[config.mk]
export PLATFORM = sky130hd
export DESIGN_NAME = integer_to_ascii_radix_flat
export DESIGN_NICKNAME = d
export VERILOG_FILES = /design/src/rtl/core/itar_pkg.sv /design/src/rtl/core/itar_in_if.sv /design/src/rtl/core/itar_out_if.sv /design/src/rtl/core/itar_front.sv /design/src/rtl/core/itar_queue.sv /design/src/rtl/core/itar_back.sv /design/src/rtl/core/integer_to_ascii_radix.sv /design/src/flat_wrapper.sv
export VERILOG_INCLUDE_DIRS = /design/src /design/src/rtl/core
export SDC_FILE = /design/constraint.sdc
export NUM_CORES = 1
export LEC_CHECK = 0
export CAP_MARGIN = 20
export CORE_MARGIN = 5
export CORE_UTILIZATION = 35
export CTS_BUF_LIST = sky130_fd_sc_hd__clkbuf_4 sky130_fd_sc_hd__clkbuf_8
export CTS_CLUSTER_SIZE = 14
export DETAILED_ROUTE_END_ITERATION = 10
export DONT_BUFFER_PORTS = 1
export PLACE_DENSITY = 0.52
export SYNTH_ARGS = -nofsm -noshare
export SYNTH_HDL_FRONTEND = slang
export SYNTH_SLANG_ARGS = --single-unit
[constraint.sdc]
create_clock -name clk -period 7.6 [get_ports clk]
set_input_delay 0.76 -clock clk [delete_from_list [all_inputs] [get_ports clk]]
set_output_delay 0.76 -clock clk [all_outputs]
set_load 0.005 [all_outputs]
[src/rtl/core/integer_to_ascii_radix_assert.svh]
// ----------------------------------------------------------------------------
// Integer to text converter: assertion macros
// Clocked on clk, disabled while arst_n is low.
// ----------------------------------------------------------------------------
`ifndef INTEGER_TO_ASCII_RADIX_ASSERT_SVH
`define INTEGER_TO_ASCII_RADIX_ASSERT_SVH

// condition implies property in the same cycle
`define ITAR_ASSERT_IMPL(label, cond, prop, msg) \
	label: assert property (@(posedge clk) disable iff (!arst_n) (cond) |-> (prop)) \
		else $error(msg);

// condition implies property in the next cycle
`define ITAR_ASSERT_NEXT(label, cond, prop, msg) \
	label: assert property (@(posedge clk) disable iff (!arst_n) (cond) |=> (prop)) \
		else $error(msg);

`endif

[src/rtl/core/itar_pkg.sv]
// ----------------------------------------------------------------------------
// Integer to text converter: shared package
// Widths, character codes, queue entry type and the back-end state type.
// ----------------------------------------------------------------------------
package itar_pkg;

	localparam int WORD_W     = 32;
	localparam int MAX_DIGITS = 32;
	localparam int RADIX_W    = 6;
	localparam int CHAR_W     = 8;
	localparam int QDEPTH     = 2;

	localparam int BIT_CNT_W = $clog2(WORD_W);
	localparam int NDIG_W    = $clog2(MAX_DIGITS + 1);
	localparam int IDX_W     = $clog2(MAX_DIGITS);
	localparam int QPTR_W    = $clog2(QDEPTH);
	localparam int QCNT_W    = $clog2(QDEPTH + 1);

	localparam logic [RADIX_W-1:0] RADIX_MIN   = RADIX_W'(2);
	localparam logic [RADIX_W-1:0] RADIX_MAX   = RADIX_W'(36);
	localparam logic [RADIX_W-1:0] RADIX_DEC   = RADIX_W'(10);
	localparam logic [RADIX_W-1:0] RADIX_RESET = RADIX_W'(10);

	localparam logic [CHAR_W-1:0] CHAR_ZERO  = 8'h30;
	localparam logic [CHAR_W-1:0] CHAR_LOWA  = 8'h61;
	localparam logic [CHAR_W-1:0] CHAR_MINUS = 8'h2d;

	typedef struct packed {
		logic [WORD_W-1:0]  mag;
		logic               neg;
		logic [RADIX_W-1:0] base;
	} itar_cmd_t;

	typedef enum logic [1:0] {
		B_IDLE,
		B_CONV,
		B_EMIT
	} itar_back_state_t;

	function automatic logic [CHAR_W-1:0] digit_char(input logic [RADIX_W-1:0] d);
		logic [CHAR_W-1:0] c;
		if (d < RADIX_DEC) begin
			c = CHAR_ZERO + CHAR_W'(d);
		end else begin
			c = CHAR_LOWA + CHAR_W'(d - RADIX_DEC);
		end
		return c;
	endfunction

endpackage

[src/rtl/core/itar_in_if.sv]
// ----------------------------------------------------------------------------
// Integer to text converter: input channel
// Valid/ready channel carrying one signed 32-bit number per transfer.
// ----------------------------------------------------------------------------
interface itar_in_if;
	logic               valid;
	logic               ready;
	logic signed [31:0] number;

	modport source (output valid, output number, input ready);
	modport sink (input valid, input number, output ready);
endinterface

[src/rtl/core/itar_out_if.sv]
// ----------------------------------------------------------------------------
// Integer to text converter: output channel
// Valid/ready channel carrying one ASCII character and a last flag per transfer.
// ----------------------------------------------------------------------------
interface itar_out_if;
	logic       valid;
	logic       ready;
	logic [7:0] text_char;
	logic       last_char;

	modport source (output valid, output text_char, output last_char, input ready);
	modport sink (input valid, input text_char, input last_char, output ready);
endinterface

[src/rtl/core/itar_front.sv]
// ----------------------------------------------------------------------------
// Integer to text converter: front end
// Holds the radix register, clamps it, takes the sign (in base 10 only) and
// magnitude of each number and pushes a command into the queue.
// ----------------------------------------------------------------------------
module itar_front
	import itar_pkg::*;
(
	input  logic                clk,
	input  logic                arst_n,
	input  logic                cfg_we,
	input  logic [RADIX_W-1:0]  cfg_wdata,
	itar_in_if.sink             number_ch,
	output logic                push_valid,
	input  logic                push_ready,
	output itar_cmd_t           push_cmd
);

	logic [RADIX_W-1:0] radix_q;
	logic [RADIX_W-1:0] base_eff;
	logic               neg;

	always_ff @(posedge clk or negedge arst_n) begin
		if (!arst_n) begin
			radix_q <= RADIX_RESET;
		end else if (cfg_we) begin
			radix_q <= cfg_wdata;
		end
	end

	always_comb begin
		if (radix_q < RADIX_MIN) begin
			base_eff = RADIX_MIN;
		end else if (radix_q > RADIX_MAX) begin
			base_eff = RADIX_MAX;
		end else begin
			base_eff = radix_q;
		end
	end

	assign neg = number_ch.number[WORD_W-1] && (base_eff == RADIX_DEC);

	assign push_valid      = number_ch.valid;
	assign number_ch.ready = push_ready;
	assign push_cmd.neg    = neg;
	assign push_cmd.base   = base_eff;
	assign push_cmd.mag    = neg ? (WORD_W'(0) - WORD_W'(number_ch.number))
	                             : WORD_W'(number_ch.number);

endmodule

[src/rtl/core/itar_queue.sv]
// ----------------------------------------------------------------------------
// Integer to text converter: command queue
// Short FIFO between front and back end.
// ----------------------------------------------------------------------------
`include "integer_to_ascii_radix_assert.svh"

module itar_queue
	import itar_pkg::*;
(
	input  logic       clk,
	input  logic       arst_n,
	input  logic       push_valid,
	output logic       push_ready,
	input  itar_cmd_t  push_cmd,
	output logic       pop_valid,
	input  logic       pop,
	output itar_cmd_t  pop_cmd
);

	itar_cmd_t          entry_q [QDEPTH];
	logic [QPTR_W-1:0]  wr_ptr_q;
	logic [QPTR_W-1:0]  rd_ptr_q;
	logic [QCNT_W-1:0]  cnt_q;
	logic               push;

	assign push_ready = (cnt_q != QCNT_W'(QDEPTH));
	assign pop_valid  = (cnt_q != '0);
	assign push       = push_valid && push_ready;
	assign pop_cmd    = entry_q[rd_ptr_q];

	always_ff @(posedge clk or negedge arst_n) begin
		if (!arst_n) begin
			wr_ptr_q <= '0;
			rd_ptr_q <= '0;
			cnt_q    <= '0;
		end else begin
			if (push) begin
				wr_ptr_q <= (wr_ptr_q == QPTR_W'(QDEPTH - 1)) ? '0 : wr_ptr_q + 1'b1;
			end
			if (pop) begin
				rd_ptr_q <= (rd_ptr_q == QPTR_W'(QDEPTH - 1)) ? '0 : rd_ptr_q + 1'b1;
			end
			if (push && !pop) begin
				cnt_q <= cnt_q + 1'b1;
			end else if (pop && !push) begin
				cnt_q <= cnt_q - 1'b1;
			end
		end
	end

	always_ff @(posedge clk) begin
		if (push) begin
			entry_q[wr_ptr_q] <= push_cmd;
		end
	end

	`ITAR_ASSERT_IMPL(a_q_cnt_max, 1'b1, cnt_q <= QCNT_W'(QDEPTH), "queue count overflow")
	`ITAR_ASSERT_IMPL(a_q_pop_empty, pop, cnt_q != '0, "pop from empty queue")
	`ITAR_ASSERT_NEXT(a_q_push_cnt, push && !pop, cnt_q != '0, "push lost")

endmodule

[src/rtl/core/itar_back.sv]
// ----------------------------------------------------------------------------
// Integer to text converter: back end
// Shift-and-add radix conversion, one input bit per cycle, then emission
// of sign and digits through an output register.
// ----------------------------------------------------------------------------
`include "integer_to_ascii_radix_assert.svh"

module itar_back
	import itar_pkg::*;
(
	input  logic       clk,
	input  logic       arst_n,
	input  logic       pop_valid,
	output logic       pop,
	input  itar_cmd_t  pop_cmd,
	itar_out_if.source text_ch
);

	itar_back_state_t state_q, state_n;

	logic [WORD_W-1:0]    val_q;
	logic [RADIX_W-1:0]   base_q;
	logic                 sign_q;
	logic [RADIX_W-1:0]   digit_q [MAX_DIGITS];
	logic [RADIX_W-1:0]   digit_n [MAX_DIGITS];
	logic [NDIG_W-1:0]    ndig_q;
	logic [NDIG_W-1:0]    ndig_n;
	logic [BIT_CNT_W-1:0] bit_cnt_q;
	logic [IDX_W-1:0]     idx_q;

	logic                 ov_q;
	logic [CHAR_W-1:0]    oc_q;
	logic                 ol_q;

	logic [MAX_DIGITS-1:0] gen;
	logic [MAX_DIGITS-1:0] gp;
	logic [MAX_DIGITS:0]   sum;
	logic [MAX_DIGITS:0]   carry;
	logic                  conv_done;
	logic                  emit_fire;
	logic                  emit_last;
	logic [CHAR_W-1:0]     emit_char;

	// carry into each digit from a generate/propagate add
	always_comb begin
		for (int i = 0; i < MAX_DIGITS; i++) begin
			gen[i] = {digit_q[i], 1'b0} >= {1'b0, base_q};
			gp[i]  = gen[i] || ({digit_q[i], 1'b1} == {1'b0, base_q});
		end
		sum   = {1'b0, gen} + {1'b0, gp} + (MAX_DIGITS + 1)'(val_q[WORD_W-1]);
		carry = sum ^ {1'b0, gen} ^ {1'b0, gp};
		for (int i = 0; i < MAX_DIGITS; i++) begin
			digit_n[i] = RADIX_W'({digit_q[i], 1'b0} + (RADIX_W + 1)'(carry[i])
			             - (carry[i+1] ? {1'b0, base_q} : (RADIX_W + 1)'(0)));
		end
		if (ndig_q != NDIG_W'(MAX_DIGITS) && carry[ndig_q]) begin
			ndig_n = ndig_q + 1'b1;
		end else begin
			ndig_n = ndig_q;
		end
	end

	assign conv_done = (bit_cnt_q == BIT_CNT_W'(WORD_W - 1));

	always_comb begin
		pop       = (state_q == B_IDLE) && pop_valid;
		emit_fire = (state_q == B_EMIT) && (!ov_q || text_ch.ready);
		emit_last = !sign_q && ((ndig_q == '0) || (idx_q == '0));
		if (sign_q) begin
			emit_char = CHAR_MINUS;
		end else if (ndig_q == '0) begin
			emit_char = CHAR_ZERO;
		end else begin
			emit_char = digit_char(digit_q[idx_q]);
		end
	end

	always_comb begin
		state_n = state_q;
		case (state_q)
			B_IDLE: begin
				if (pop_valid) begin
					state_n = B_CONV;
				end
			end
			B_CONV: begin
				if (conv_done) begin
					state_n = B_EMIT;
				end
			end
			B_EMIT: begin
				if (emit_fire && emit_last) begin
					state_n = B_IDLE;
				end
			end
			default: begin
				state_n = B_IDLE;
			end
		endcase
	end

	always_ff @(posedge clk or negedge arst_n) begin
		if (!arst_n) begin
			state_q <= B_IDLE;
			ov_q    <= 1'b0;
		end else begin
			state_q <= state_n;
			if (emit_fire) begin
				ov_q <= 1'b1;
			end else if (text_ch.ready) begin
				ov_q <= 1'b0;
			end
		end
	end

	always_ff @(posedge clk) begin
		if (pop) begin
			val_q     <= pop_cmd.mag;
			base_q    <= pop_cmd.base;
			sign_q    <= pop_cmd.neg;
			ndig_q    <= '0;
			bit_cnt_q <= '0;
			for (int i = 0; i < MAX_DIGITS; i++) begin
				digit_q[i] <= '0;
			end
		end
		if (state_q == B_CONV) begin
			val_q     <= val_q << 1;
			ndig_q    <= ndig_n;
			bit_cnt_q <= bit_cnt_q + 1'b1;
			for (int i = 0; i < MAX_DIGITS; i++) begin
				digit_q[i] <= digit_n[i];
			end
			if (conv_done) begin
				idx_q <= IDX_W'(ndig_n - 1'b1);
			end
		end
		if (emit_fire) begin
			oc_q <= emit_char;
			ol_q <= emit_last;
			if (sign_q) begin
				sign_q <= 1'b0;
			end else begin
				idx_q <= idx_q - 1'b1;
			end
		end
	end

	assign text_ch.valid     = ov_q;
	assign text_ch.text_char = oc_q;
	assign text_ch.last_char = ol_q;

	`ITAR_ASSERT_IMPL(a_b_pop_idle, pop, state_q == B_IDLE, "pop outside idle")
	`ITAR_ASSERT_IMPL(a_b_ndig_bits, state_q == B_CONV,
		NDIG_W'(bit_cnt_q) >= ndig_q, "more digits than bits consumed")
	`ITAR_ASSERT_IMPL(a_b_idx_range, (state_q == B_EMIT) && !sign_q && (ndig_q != '0),
		NDIG_W'(idx_q) < ndig_q, "digit index beyond digit count")

endmodule

[src/rtl/core/integer_to_ascii_radix.sv]
// ----------------------------------------------------------------------------
// Integer to text converter: top level
// Turns each signed 32-bit number into ASCII text in the configured base.
// ----------------------------------------------------------------------------
// Each number transferred on number_ch comes out on text_ch as its characters,
// most significant first, last_char set on the final one; zero gives "0".
// In base 10 a negative number gets a leading '-' and its magnitude, in any
// other base the 32 bits are read as unsigned; digits above 9 are 'a'..'z'.
// cfg_we/cfg_wdata write the radix (reset 10, clamped to 2..36 when used);
// the user must write them only while the block is idle, which the block
// itself does not enforce. A number leaves the queue, passes the bit-serial
// conversion (one input bit per cycle through the digit array, 32 bits) and
// is then emitted as 1 to 32 characters. A two-entry queue lets further
// numbers be accepted while the back end converts and emits.
module integer_to_ascii_radix
	import itar_pkg::*;
(
	input  logic               clk,
	input  logic               arst_n,
	input  logic               cfg_we,
	input  logic [RADIX_W-1:0] cfg_wdata,
	itar_in_if.sink            number_ch,
	itar_out_if.source         text_ch
);

	logic      push_valid;
	logic      push_ready;
	itar_cmd_t push_cmd;
	logic      pop_valid;
	logic      pop;
	itar_cmd_t pop_cmd;

	itar_front u_front (
		.clk        (clk),
		.arst_n     (arst_n),
		.cfg_we     (cfg_we),
		.cfg_wdata  (cfg_wdata),
		.number_ch  (number_ch),
		.push_valid (push_valid),
		.push_ready (push_ready),
		.push_cmd   (push_cmd)
	);

	itar_queue u_queue (
		.clk        (clk),
		.arst_n     (arst_n),
		.push_valid (push_valid),
		.push_ready (push_ready),
		.push_cmd   (push_cmd),
		.pop_valid  (pop_valid),
		.pop        (pop),
		.pop_cmd    (pop_cmd)
	);

	itar_back u_back (
		.clk       (clk),
		.arst_n    (arst_n),
		.pop_valid (pop_valid),
		.pop       (pop),
		.pop_cmd   (pop_cmd),
		.text_ch   (text_ch)
	);

endmodule

[src/flat_wrapper.sv]
// flat-port wrapper written by rule: the top's interface ports become plain ports
module integer_to_ascii_radix_flat import itar_pkg::*;
  (clk, arst_n, cfg_we, cfg_wdata, number_ch_valid, number_ch_number, number_ch_ready, text_ch_valid, text_ch_text_char, text_ch_last_char, text_ch_ready);
  itar_in_if number_ch_i ();
  itar_out_if text_ch_i ();
  input  logic clk;
  input  logic arst_n;
  input  logic cfg_we;
  input  logic [RADIX_W-1:0] cfg_wdata;
  input wire logic [$bits(number_ch_i.valid)-1:0] number_ch_valid;
  input wire logic [$bits(number_ch_i.number)-1:0] number_ch_number;
  output wire logic [$bits(number_ch_i.ready)-1:0] number_ch_ready;
  output wire logic [$bits(text_ch_i.valid)-1:0] text_ch_valid;
  output wire logic [$bits(text_ch_i.text_char)-1:0] text_ch_text_char;
  output wire logic [$bits(text_ch_i.last_char)-1:0] text_ch_last_char;
  input wire logic [$bits(text_ch_i.ready)-1:0] text_ch_ready;
  assign number_ch_i.valid = number_ch_valid;
  assign number_ch_i.number = number_ch_number;
  assign number_ch_ready = number_ch_i.ready;
  assign text_ch_valid = text_ch_i.valid;
  assign text_ch_text_char = text_ch_i.text_char;
  assign text_ch_last_char = text_ch_i.last_char;
  assign text_ch_i.ready = text_ch_ready;
  integer_to_ascii_radix u_core (.clk(clk), .arst_n(arst_n), .cfg_we(cfg_we), .cfg_wdata(cfg_wdata), .number_ch(number_ch_i), .text_ch(text_ch_i));
endmodule
**Word level (Yosys, flattened, before mapping)**

Memories as Yosys holds them, arrays and structs flattened. A register that Yosys moved wholly into a read port is not among the register bits.
Cells that the tools add are included.

- Register bits after elaboration: 77
- Bits in latches: 0
- Bits in writable memories: 270
- Memory bits (read-only): 0
- Bits of input ports: 43
- Logic and storage cells: 364
- Memories kept: 2

Memories:

| memory | words | bits a word | rd ports | clocked after memory_dff | wr ports | RTL line | RTL |
|---|---|---|---|---|---|---|---|
| u_core.u_back.digit_q | 32 | 6 | 33 | 1 | 32 | itar_back.sv:24 | `logic [RADIX_W-1:0] digit_q [MAX_DIGITS];` |
| u_core.u_queue.entry_q | 2 | 39 | 1 | 0 | 1 | itar_queue.sv:20 | `itar_cmd_t entry_q [QDEPTH];` |

- Add/sub/neg operators: 78
- Multipliers: 0
- Div/mod/pow operators: 0
- Magnitude comparators: 36
- Equality and inequality tests: 41
- Shift-type cells: 0
- Multiplexer cells: 101
- Bitwise gates (word level): 34
- Reduce and logical (&&, ||, !) cells: 56

Operators with widths:

| operator | number |
|---|---|
| two-way mux 6 bit | 69 |
| == test 7 x 6 -> 1 bit | 32 |
| >= comparator 7 x 6 -> 1 bit | 32 |
| adder 6 x 1 -> 6 bit | 32 |
| subtractor 6 bit | 32 |
| two-way mux 32 bit | 3 |
| bitwise XOR 33 x 32 -> 33 bit | 2 |
| two-way mux 5 bit | 7 |
| logical OR 1 bit | 34 |
| adder 32 x 32 -> 33 bit | 1 |
| adder 33 x 1 -> 33 bit | 1 |
| bitwise OR 1 bit | 32 |
| subtractor 1 x 32 -> 32 bit, first input constant | 1 |
| two-way mux 1 bit | 14 |
| two-way mux 2 bit | 5 |
| subtractor 5 x 1 -> 5 bit, second input constant | 2 |
| logical AND 1 bit | 9 |
| adder 7 x 8 -> 8 bit, first input constant | 1 |
| two-way mux 8 bit | 1 |
| nonzero test 2 bit | 4 |
| adder 6 x 6 -> 7 bit, first input constant | 1 |
| less-than comparator 6 x 7 -> 1 bit, second input constant | 1 |
| subtractor 6 x 4 -> 7 bit, second input constant | 1 |
| adder 6 x 1 -> 6 bit, second input constant | 1 |
| other kinds (22) | 28 |

**Depth between registers and ports, before layout**

Gate-level depths: netlist of the first run.
An unclocked memory read counts as a cell.

- Depth in word-level cells: 16
- Mapped depth: 32
- Mapped depth without buffers: 28

**Cells and area by module**

A second synthesis of the first run with hierarchy kept.

- Cell total of the unflattened synthesis: 2779
- Area, all modules: 28220.8 µm²

By module, submodules not included:

| module | times used | cells each | area each (µm²) | seq. area each (µm²) |
|---|---|---|---|---|
| itar_back | 1 | 2503 | 24120.6 | 7692.4 |
| itar_queue | 1 | 139 | 3020.4 | 2442.3 |
| itar_front | 1 | 137 | 1079.8 | 152.6 |

**Worst setup path after synthesis of the first run**

OpenSTA, ideal clock, no wires.

- Path type: register to register
- Start: register u_core.u_back.state_q[1]
- End: register u_core.u_back.bit_cnt_q[0], enable pin
- Setup time: 1.798 ns
- Arrival time: 5.123 ns
- Required time: 5.802 ns
- Path slack: 0.679 ns
- Stages on the path, launching flop included: 6
- Buffers on the path: 3
- Cells stage by stage: dfrtp_1 -> nand2b_1 -> clkbuf_1 -> clkbuf_1 -> buf_1 -> nand2_1

- Cells in the longest elaborated chain, start to end: 3

Ends and longest elaborated chain:

| element | RTL line | RTL |
|---|---|---|
| start: declaration | itar_back.sv:19 | `itar_back_state_t state_q, state_n;` |
| start signal: assignment | itar_back.sv:107 | `state_q <= state_n;` |
| logical NOT 2 bit | itar_back.sv:66 | `pop = (state_q == B_IDLE) && pop_valid;` |
| logical AND 1 bit | itar_back.sv:66 |  |
| nonzero test 2 bit (no source line) * | n/a |  |
| end signal: assignment | itar_back.sv:130 | `bit_cnt_q <= bit_cnt_q + 1'b1;` |
| end: declaration | itar_back.sv:28 | `logic [BIT_CNT_W-1:0] bit_cnt_q;` |

Every way passes the cells marked *; elsewhere a longest branch is shown, timed or not.
A chain may end at the register's enable or synchronous reset.

**Worst setup path in the final report of the first run**

- Start: register u_core.u_back.base_q[2]
- End: register u_core.u_back.idx_q[4]

- Cells in the longest elaborated chain, start to end: 15

Ends and longest elaborated chain:

| element | RTL line | RTL |
|---|---|---|
| start: declaration | itar_back.sv:22 | `logic [RADIX_W-1:0] base_q;` |
| start signal: assignment | itar_back.sv:119 | `base_q <= pop_cmd.base;` |
| >= comparator 7 x 6 -> 1 bit or == test 7 x 6 -> 1 bit (tied branches) | itar_back.sv:47, itar_back.sv:48 |  |
| logical OR 1 bit | itar_back.sv:48 | `gp[i] = gen[i] \|\| ({digit_q[i], 1'b1} == {1'b0, base_q});` |
| adder 32 x 32 -> 33 bit | itar_back.sv:50 | `sum = {1'b0, gen} + {1'b0, gp} + (MAX_DIGITS + 1)'(val_q[WORD_W-1]);` |
| adder 33 x 1 -> 33 bit | itar_back.sv:50 |  |
| bitwise XOR 33 x 32 -> 33 bit | itar_back.sv:51 | `carry = sum ^ {1'b0, gen} ^ {1'b0, gp};` |
| bitwise XOR 33 x 32 -> 33 bit * | itar_back.sv:51 |  |
| binary-select mux 1 bit (select 6 bit) * | itar_back.sv:56 | `if (ndig_q != NDIG_W'(MAX_DIGITS) && carry[ndig_q]) begin` |
| two-way mux 1 bit (not written as such) * | itar_back.sv:56 |  |
| logical AND 1 bit * | itar_back.sv:56 |  |
| two-way mux 6 bit * | itar_back.sv:56 |  |
| subtractor 5 x 1 -> 5 bit * | itar_back.sv:135 | `idx_q <= IDX_W'(ndig_n - 1'b1);` |
| two-way mux 5 bit * | itar_back.sv:134 | `if (conv_done) begin` |
| two-way mux 5 bit * | itar_back.sv:127 | `if (state_q == B_CONV) begin` |
| two-way mux 5 bit | itar_back.sv:141 | `if (sign_q) begin` |
| two-way mux 5 bit * | itar_back.sv:138 | `if (emit_fire) begin` |
| end signal: assignment | itar_back.sv:135 |  |
| end signal: assignment | itar_back.sv:144 | `idx_q <= idx_q - 1'b1;` |
| end: declaration | itar_back.sv:29 | `logic [IDX_W-1:0] idx_q;` |

Every way passes the cells marked *; elsewhere a longest branch is shown, timed or not. The select of a mux whose other input is x is not followed.

==> key figures, run 1 <==
Logic synthesis
  • Yosys reg bits: 347
  • Synth top area share: 35.5%
  • Async SR Flop Fraction: 3.75%
  • Cell taking the most area after synthesis: edfxtp_1
  • Dominant cell by count in the synthesized netlist: ha_1
  • Yosys warns: 0
  • Syn Inst Count: 2763
  • Avg Inst Size Synth: 10.0 sq um
  • Post-synth top flop: edfxtp_1
  • EDFF count, synth: 327
  • Mapped Nets: 3173
  • Netlist cell types: 97
  • Post-synth top cells: ha_1, edfxtp_1, nor2_1
  • Post-Syn Area: 27700 sq um
  • Seq/Total Area, Yosys: 37.2%
  • Synth top area cells: edfxtp_1, ha_1, nor2_1

Setup path
  • Largest stage delay, worst path: 500 ps
  • Reg-to-reg startpoint: u_core.u_back.base_q[2]$_DFFE_PP_
  • Stages on the worst setup path: 25
  • CP Capture Point: u_core.u_back.idx_q[4]$_DFF_P_
  • Buf/Inv on CP: 4
  • CP top delay family: compound AO/OA/AOI/OAI gates
  • FF-to-FF setup slack: 420 ps
  • Crit Path Class: reg2reg
  • Worst R2R Path Depth: 25
  • Worst Path Max Fanout: 31
  • Critical-path top delay cell: nor4_1
  • Worst EP required: 8150 ps
  • Worst flop-to-flop path endpoint: u_core.u_back.idx_q[4]$_DFF_P_
  • Crit path from: u_core.u_back.base_q[2]$_DFFE_PP_
  • Endpoint type of the worst setup path: register
  • Crit start category: register
  • Worst EP arrival: 7720 ps

GRT
  • Initial antenna violation count: 6
  • Global-route wire length before repair: 127000 microns
  • Tot GR Track Use: 18.9%
  • Overflow after GRT: 0
  • Vias in the first global route: 21771
  • Largest net degree at the start of global routing: 80

Placement
  • Placed wire-length estimate: 58600 microns
  • Final GP Congestion: 0.898
  • Port buffer count: 0
  • Dpl cells: 3747

Clocking
  • Sink Count: 347
  • CTS Buf Count: 71
  • H-tree Lvls: 3
  • Clk root buf: clkbuf_8
  • Later-pin clock latency in the skew report: 700 ps
  • CTS tree: built
  • Clock buffer depth: 3
  • Reg clk slew, reported paths: 60 ps

Timing
  • Worst-margin pin slew: 1030 ps
  • Worst Clk Skew: 45.5 ps
  • RSZ-0062 raised after global routing: false
  • Fin crit share: 94.5%
  • Maximum clock rate: 0.139 GHz
  • Minimum clock period: 7180 ps
  • Fin Setup TNS: 0 ps
  • Final Hold Viols: 0
  • Relative slew slack: 31.6%
  • Final setup viols: 0
  • Pins over their slew limit: 0

Power and ir drop
  • Pleak: 12.9 nW
  • IR Drop Worst-Case VDD: 0.000299 V
  • Pwr/cell area: 540 nW/um^2

Layout
  • Filler instances: 7865
  • Non-Filler Instances: 3876
  • Final net count: 3181
  • Layout cells sized above 1: 8.99%
  • P&R area growth vs syn: 9.39%

Die
  • Site row count: 103
  • I/O pins: 54
  • Initial Utilization: 35.2%
  • Die height: 291 microns
  • Die Wd: 291 microns
  • Die ar.: 84700 sq um
  • Total core area: 78600 sq um

Detailed routing
  • DR vias/cell: 5.55
  • Pre-antenna DRT Iters: 5
  • Via count: 21508
  • WL per Instance: 21.2 microns
  • Routed WL: 82400 microns
  • Routed Antenna Nets: 0
  • # DRC: 0
  • DR iter-0 viols: 1528

Min path
  • HP Class: in2reg

Run
  • Maxcap violations: 0

Status
  • Status: complete, no violations
-- worst min path at each step --
stage                        startpoint                                       to  slack [ps]  cells after the start
detailed placement               arst_n  u_core.u_back.text_ch.valid$_DFFE_PN0P_         470                      0
global route        number_ch_number[0]   u_core.u_queue.entry_q[0][7]$_DFFE_PP_         110                      0
finish              number_ch_number[0]   u_core.u_queue.entry_q[0][7]$_DFFE_PP_         160                      0
floorplan                        arst_n     u_core.u_back.state_q[0]$_DFFE_PN0P_         460                      0
global placement                 arst_n  u_core.u_back.text_ch.valid$_DFFE_PN0P_         470                      0
CTS                 number_ch_number[0]   u_core.u_queue.entry_q[0][7]$_DFFE_PP_         100                      0
-- routing by layer --
layer	vias to the layer above	track usage, %	wire length [microns]
li1	10112	-	-
met1	10611	25.6	37000
met2	618	30.8	37800
met3	163	3.20	4910
met4	4	6.26	2600
met5	-	0	24
-- logic make-up after synthesis --
kind of cell,count (synthesis),share of synthesized area [%]
compound gates,544,12.8
xor+xnor,192,6.08
simple gates,929,16.4
flops,347,37.2
fa+ha+maj,368,17.5
mux,117,6.26
buf+inv,266,3.76
-- cell type report --
cell class | instances | area [sq um] | share of cell area (%)
Inverter | 166 | 626 | 2.07
Tap cell | 1050 | 1310 | 4.34
Multi-Input combinational cell | 2150 | 16400 | 54.1
Sequential cell | 347 | 10300 | 34.0
Clock inverter | 33 | 240 | 0.794
Clock buffer | 93 | 1150 | 3.82
Antenna cell | 2 | 5.00 | 0.0165
Timing Repair Buffer | 35 | 265 | 0.877
-- state kept, by name, indices dropped and copies added (netlist names) --
register and flops:
u_core.u_back.state_q 2, u_core.u_back.digit_q 192, u_core.u_back.sign_q 1, u_core.u_back.text_ch.valid 1
u_core.u_back.bit_cnt_q 5, u_core.u_back.base_q 6, u_core.u_back.idx_q 5, u_core.u_queue.wr_ptr_q 1
u_core.u_front.radix_q 6, u_core.u_back.text_ch.last_char 1, u_core.u_queue.entry_q 78, u_core.u_back.ndig_q 6
u_core.u_back.text_ch.text_char 8, u_core.u_queue.rd_ptr_q 1, u_core.u_back.val_q 32, u_core.u_queue.cnt_q 2
-- stage by stage --
step                total power [mW]  setup slack, ps  utilization (%)  instance area (sq um)  hold WS (ps)
detailed placement              14.3              581             36.7                  28800           465
finish                          16.3              421             38.5                  30300           156
global placement                13.9              947             36.7                  28800           466
CTS                             16.4              556             38.5                  30200           100
floorplan                       11.7              679                -                  27700           456
global route                    17.8             52.2             38.5                  30300           109
-- report_power, final --
| group | switching (mW) | internal, mW |
|---|---|---|
| combinational | 5.55 | 4.10 |
| clock | 0.947 | 1.05 |
| sequential | 1.00 | 3.68 |
-- layout by cell type, fill, tap and decap left out, types with 19 or more instances in the layout --
cell      netlist  final
or3_1          28     28
o21ai_0       120    120
nand3_1        40     40
nor3_1         48     48
a21o_1         94     94
clkbuf_4        0     20
and3_1         33     32
a21oi_1       180    180
nor4_1         19     19
xnor2_1        79     79
clkbuf_8        0     73
mux4_2         43     43
a211oi_1       33     33
ha_1          335    335
edfxtp_1      327    327
clkinv_1        2     25
buf_4           6     34
xor2_1        113    113
nand2b_1       61     60
nor2b_1        52     51
nand2_1       252    251
nand4_1        23     23
fa_1           32     32
nor2_1        287    286
inv_1         159    154
mux2i_1        57     57
-- repair_timing --
item	4_1_cts	5_1_grt
endpoints found under the hold margin	13	0
endpoints found under the setup margin	0	0
resized for setup	0	0
setup buffers	0	0
hold buffers	1	0
(Power assumes the default switching activity.)
==> run 2, diff against run 1 <==
Settings changed: ABC_AREA set to 1.
Clock period 7.6 ns to 8.5 ns, I/O delays scaled along.
==> run 2 against run 1 <==
Effect of this change: hold slack better by 100 ps; count of clock-buffer cells in the layout is 11 higher; non-clock buffer count is 2 lower; final cell count is 25% higher; sequential share of layout area is 1.5 points lower; critical path type unchanged; critical endpoint is now u_core.u_back.digit_q[27][5]$_SDFFCE_PP0P_; routed wire length is 8.3% higher; largest cell class unchanged; worst setup slack better by 1900 ps; register-to-register slack better by 1900 ps; maximum frequency is 15% higher.
==> key figures, run 2 <==
Status
  • Status: complete, no violations (unchanged)

Detailed routing
  • Pre-antenna DRT Iters: 5 (unchanged)
  • Via count: 24793 (was 21508)
  • # DRC: 0 (unchanged)
  • DR vias/cell: 5.11 (was 5.55)
  • WL per Instance: 18.4 microns (was 21.2 microns)
  • Routed WL: 89200 microns (was 82400 microns)
  • DR iter-0 viols: 1732 (was 1528)
  • Routed Antenna Nets: 0 (unchanged)

Layout
  • Max reg flops: 192 (unchanged)
  • Most common cell after layout, fill and taps aside: nand2_1 (was ha_1)
  • Layout cells sized above 1: 6.83% (was 8.99%)
  • Final net count: 4133 (was 3181)
  • Most frequent cells in the layout: nand2_1, nor2_1, inv_1 (was ha_1, edfxtp_1, nor2_1)
  • Non-Filler Instances: 4851 (was 3876)
  • P&R area growth vs syn: 9.13% (was 9.39%)
  • Register with the most flip-flops: u_core.u_back.digit_q (unchanged)
  • Largest regs: u_core.u_back.digit_q: 192 flops, u_core.u_queue.entry_q: 78 flops, u_core.u_back.val_q: 32 flops (unchanged)

GRT
  • Vias in the first global route: 24192 (was 21771)
  • Overflow after GRT: 0 (unchanged)
  • Largest net degree at the start of global routing: 71 (was 80)
  • Global-route wire length before repair: 139000 microns (was 127000 microns)
  • Initial antenna violation count: 1 (was 6)
  • Tot GR Track Use: 19.6% (was 18.9%)

Timing
  • Fin crit share: 73.2% (was 94.5%)
  • Worst Clk Skew: 48.3 ps (was 45.5 ps)
  • RSZ-0062 raised after global routing: false (unchanged)
  • Fin Setup TNS: 0 ps (unchanged)
  • Maximum clock rate: 0.161 GHz (was 0.139 GHz)
  • Final setup viols: 0 (unchanged)
  • Pins over their slew limit: 0 (unchanged)
  • Relative slew slack: 21.8% (was 31.6%)
  • Worst-margin pin slew: 1170 ps (was 1030 ps)
  • Minimum clock period: 6220 ps (was 7180 ps)
  • Final Hold Viols: 0 (unchanged)

Logic synthesis
  • Post-Syn Area: 29000 sq um (was 27700 sq um)
  • EDFF count, synth: 327 (unchanged)
  • Synth top area cells: edfxtp_1, ha_1, nand2_1 (was edfxtp_1, ha_1, nor2_1)
  • Yosys reg bits: 347 (unchanged)
  • Syn Inst Count: 3729 (was 2763)
  • Synth top area share: 33.9% (was 35.5%)
  • Cell taking the most area after synthesis: edfxtp_1 (unchanged)
  • Seq/Total Area, Yosys: 35.5% (was 37.2%)
  • Avg Inst Size Synth: 7.77 sq um (was 10.0 sq um)
  • Mapped Nets: 4139 (was 3173)
  • Post-synth top cells: nand2_1, nor2_1, inv_1 (was ha_1, edfxtp_1, nor2_1)
  • Post-synth top flop: edfxtp_1 (unchanged)
  • Dominant cell by count in the synthesized netlist: nand2_1 (was ha_1)
  • Netlist cell types: 65 (was 97)
  • Yosys warns: 0 (unchanged)
  • Async SR Flop Fraction: 3.75% (unchanged)

Setup path
  • Endpoint type of the worst setup path: register (unchanged)
  • Critical-path top delay cell: buf_4 (was nor4_1)
  • Worst EP arrival: 6620 ps (was 7720 ps)
  • Worst Path Max Fanout: 33 (was 31)
  • Worst flop-to-flop path endpoint: u_core.u_back.digit_q[27][5]$_SDFFCE_PP0P_ (was u_core.u_back.idx_q[4]$_DFF_P_)
  • CP most frequent cell: nand2_1
  • Crit start category: register (unchanged)
  • Reg-to-reg startpoint: u_core.u_back.base_q[4]$_DFFE_PP_ (was u_core.u_back.base_q[2]$_DFFE_PP_)
  • Worst R2R Path Depth: 33 (was 25)
  • Crit Path Class: reg2reg (unchanged)
  • FF-to-FF setup slack: 2280 ps (was 420 ps)
  • Largest stage delay, worst path: 480 ps (was 500 ps)
  • Worst EP required: 8900 ps (was 8150 ps)

Run
  • Maxcap violations: 0 (unchanged)

Placement
  • Dpl cells: 4718 (was 3747)
  • Port buffer count: 0 (unchanged)
  • Placed wire-length estimate: 62800 microns (was 58600 microns)
  • Final GP Congestion: 0.962 (was 0.898)

Clocking
  • Reg clk slew, reported paths: 60 ps (about the same)
  • CTS tree: built (unchanged)
  • Sink Count: 347 (unchanged)
  • Later-pin clock latency in the skew report: 700 ps (about the same)
  • Post_cts resized: 0 (unchanged)
  • H-tree Lvls: 3 (unchanged)
  • Clk root buf: clkbuf_8 (unchanged)
  • CTS Buf Count: 71 (unchanged)
  • Clock buffer depth: 3 (unchanged)

Die
  • I/O pins: 54 (unchanged)
  • Die Wd: 298 microns (was 291 microns)
  • Initial Utilization: 35.3% (was 35.2%)
  • Total core area: 82100 sq um (was 78600 sq um)
  • Die height: 298 microns (was 291 microns)
  • Die ar.: 88700 sq um (was 84700 sq um)
  • Site row count: 105 (was 103)

Min path
  • Hold Startpoint: cfg_we (was number_ch_number[0])
  • Hold Path Sink: u_core.u_front.radix_q[3]$_DFFE_PN1P_ (was u_core.u_queue.entry_q[0][7]$_DFFE_PP_)
  • HP Class: in2reg (unchanged)
  • Hold depth: 1 (was 0)
## run 2: layout make-up
class,count,area [sq um]
tap,1070,1340
antenna,1,2.50
clock inverter,26,254
sequential,347,10300
clock buffer,104,1240
fill,8533,50500
timing repair buffer,33,248
inverter,451,1700
multi-input combinational,2819,16600
## run 2: repair_timing
item	4_1_cts	5_1_grt
setup buffers	0	0
setup endpoints to repair	0	0
hold endpoints to repair	13	0
hold buffers	1	0
## run 2: through the flow
| step | cell area (sq um) | util (%) | hold slack (ps) | setup WS [ps] |
|---|---|---|---|---|
| floorplan | 29000 | - | 467 | 1790 |
| global placement | 30100 | 36.7 | 478 | 2440 |
| detailed placement | 30100 | 36.7 | 493 | 2310 |
| CTS | 31600 | 38.5 | 185 | 2310 |
| global route | 31600 | 38.5 | 205 | 1660 |
| finish | 31600 | 38.5 | 256 | 2280 |
## run 2: worst max-delay path by stage
stage                     cells past startpoint                                start  slack, ps                                    endpoint
final                                        33    u_core.u_back.base_q[4]$_DFFE_PP_       2280  u_core.u_back.digit_q[27][5]$_SDFFCE_PP0P_
after global routing                         33    u_core.u_back.base_q[4]$_DFFE_PP_       1660  u_core.u_back.digit_q[27][5]$_SDFFCE_PP0P_
after CTS                                    33    u_core.u_back.base_q[4]$_DFFE_PP_       2310  u_core.u_back.digit_q[27][5]$_SDFFCE_PP0P_
after detailed placement                     33    u_core.u_back.base_q[4]$_DFFE_PP_       2310  u_core.u_back.digit_q[27][5]$_SDFFCE_PP0P_
after global placement                       33    u_core.u_back.base_q[4]$_DFFE_PP_       2440  u_core.u_back.digit_q[27][5]$_SDFFCE_PP0P_
after floorplan                               3  u_core.u_queue.cnt_q[0]$_DFFE_PN0P_       1790    u_core.u_back.bit_cnt_q[0]$_SDFFCE_PN0P_
## run 2: critical path, delay by kind of cell (launching register included)
family                     cells  cell delay [ps]
AOI/OAI and AO/OA              2              370
xor gates and xnor gates       2              300
adders and majority gates      4              990
buffers and inverters          5             1060
DFF                            1              320
and+or+nand+nor               20             2880
## run 2: cell families (layout without fill, tap and decap cells)
| family | count (synthesis) | count (layout) | synth area share (%) |
|---|---|---|---|
| buf+inv | 563 | 614 | 7.50 |
| xor+xnor | 95 | 95 | 2.93 |
| fa+ha+maj | 367 | 367 | 16.7 |
| flops | 347 | 347 | 35.5 |
| other cells | 0 | 1 | 0 |
| compound gates | 652 | 652 | 12.8 |
| simple gates | 1699 | 1699 | 24.4 |
| mux | 6 | 6 | 0.216 |
## run 2: layer usage
metal | track usage [%] | wire length (microns)
met1 | 26.5 | 41000
met3 | 3.12 | 5010
met2 | 32.6 | 40700
met4 | 5.93 | 2480
met5 | 0 | 0
Power of run 2 is not shown: default switching activity piles up to over one toggle a cycle in this logic, so the estimate is an artifact.
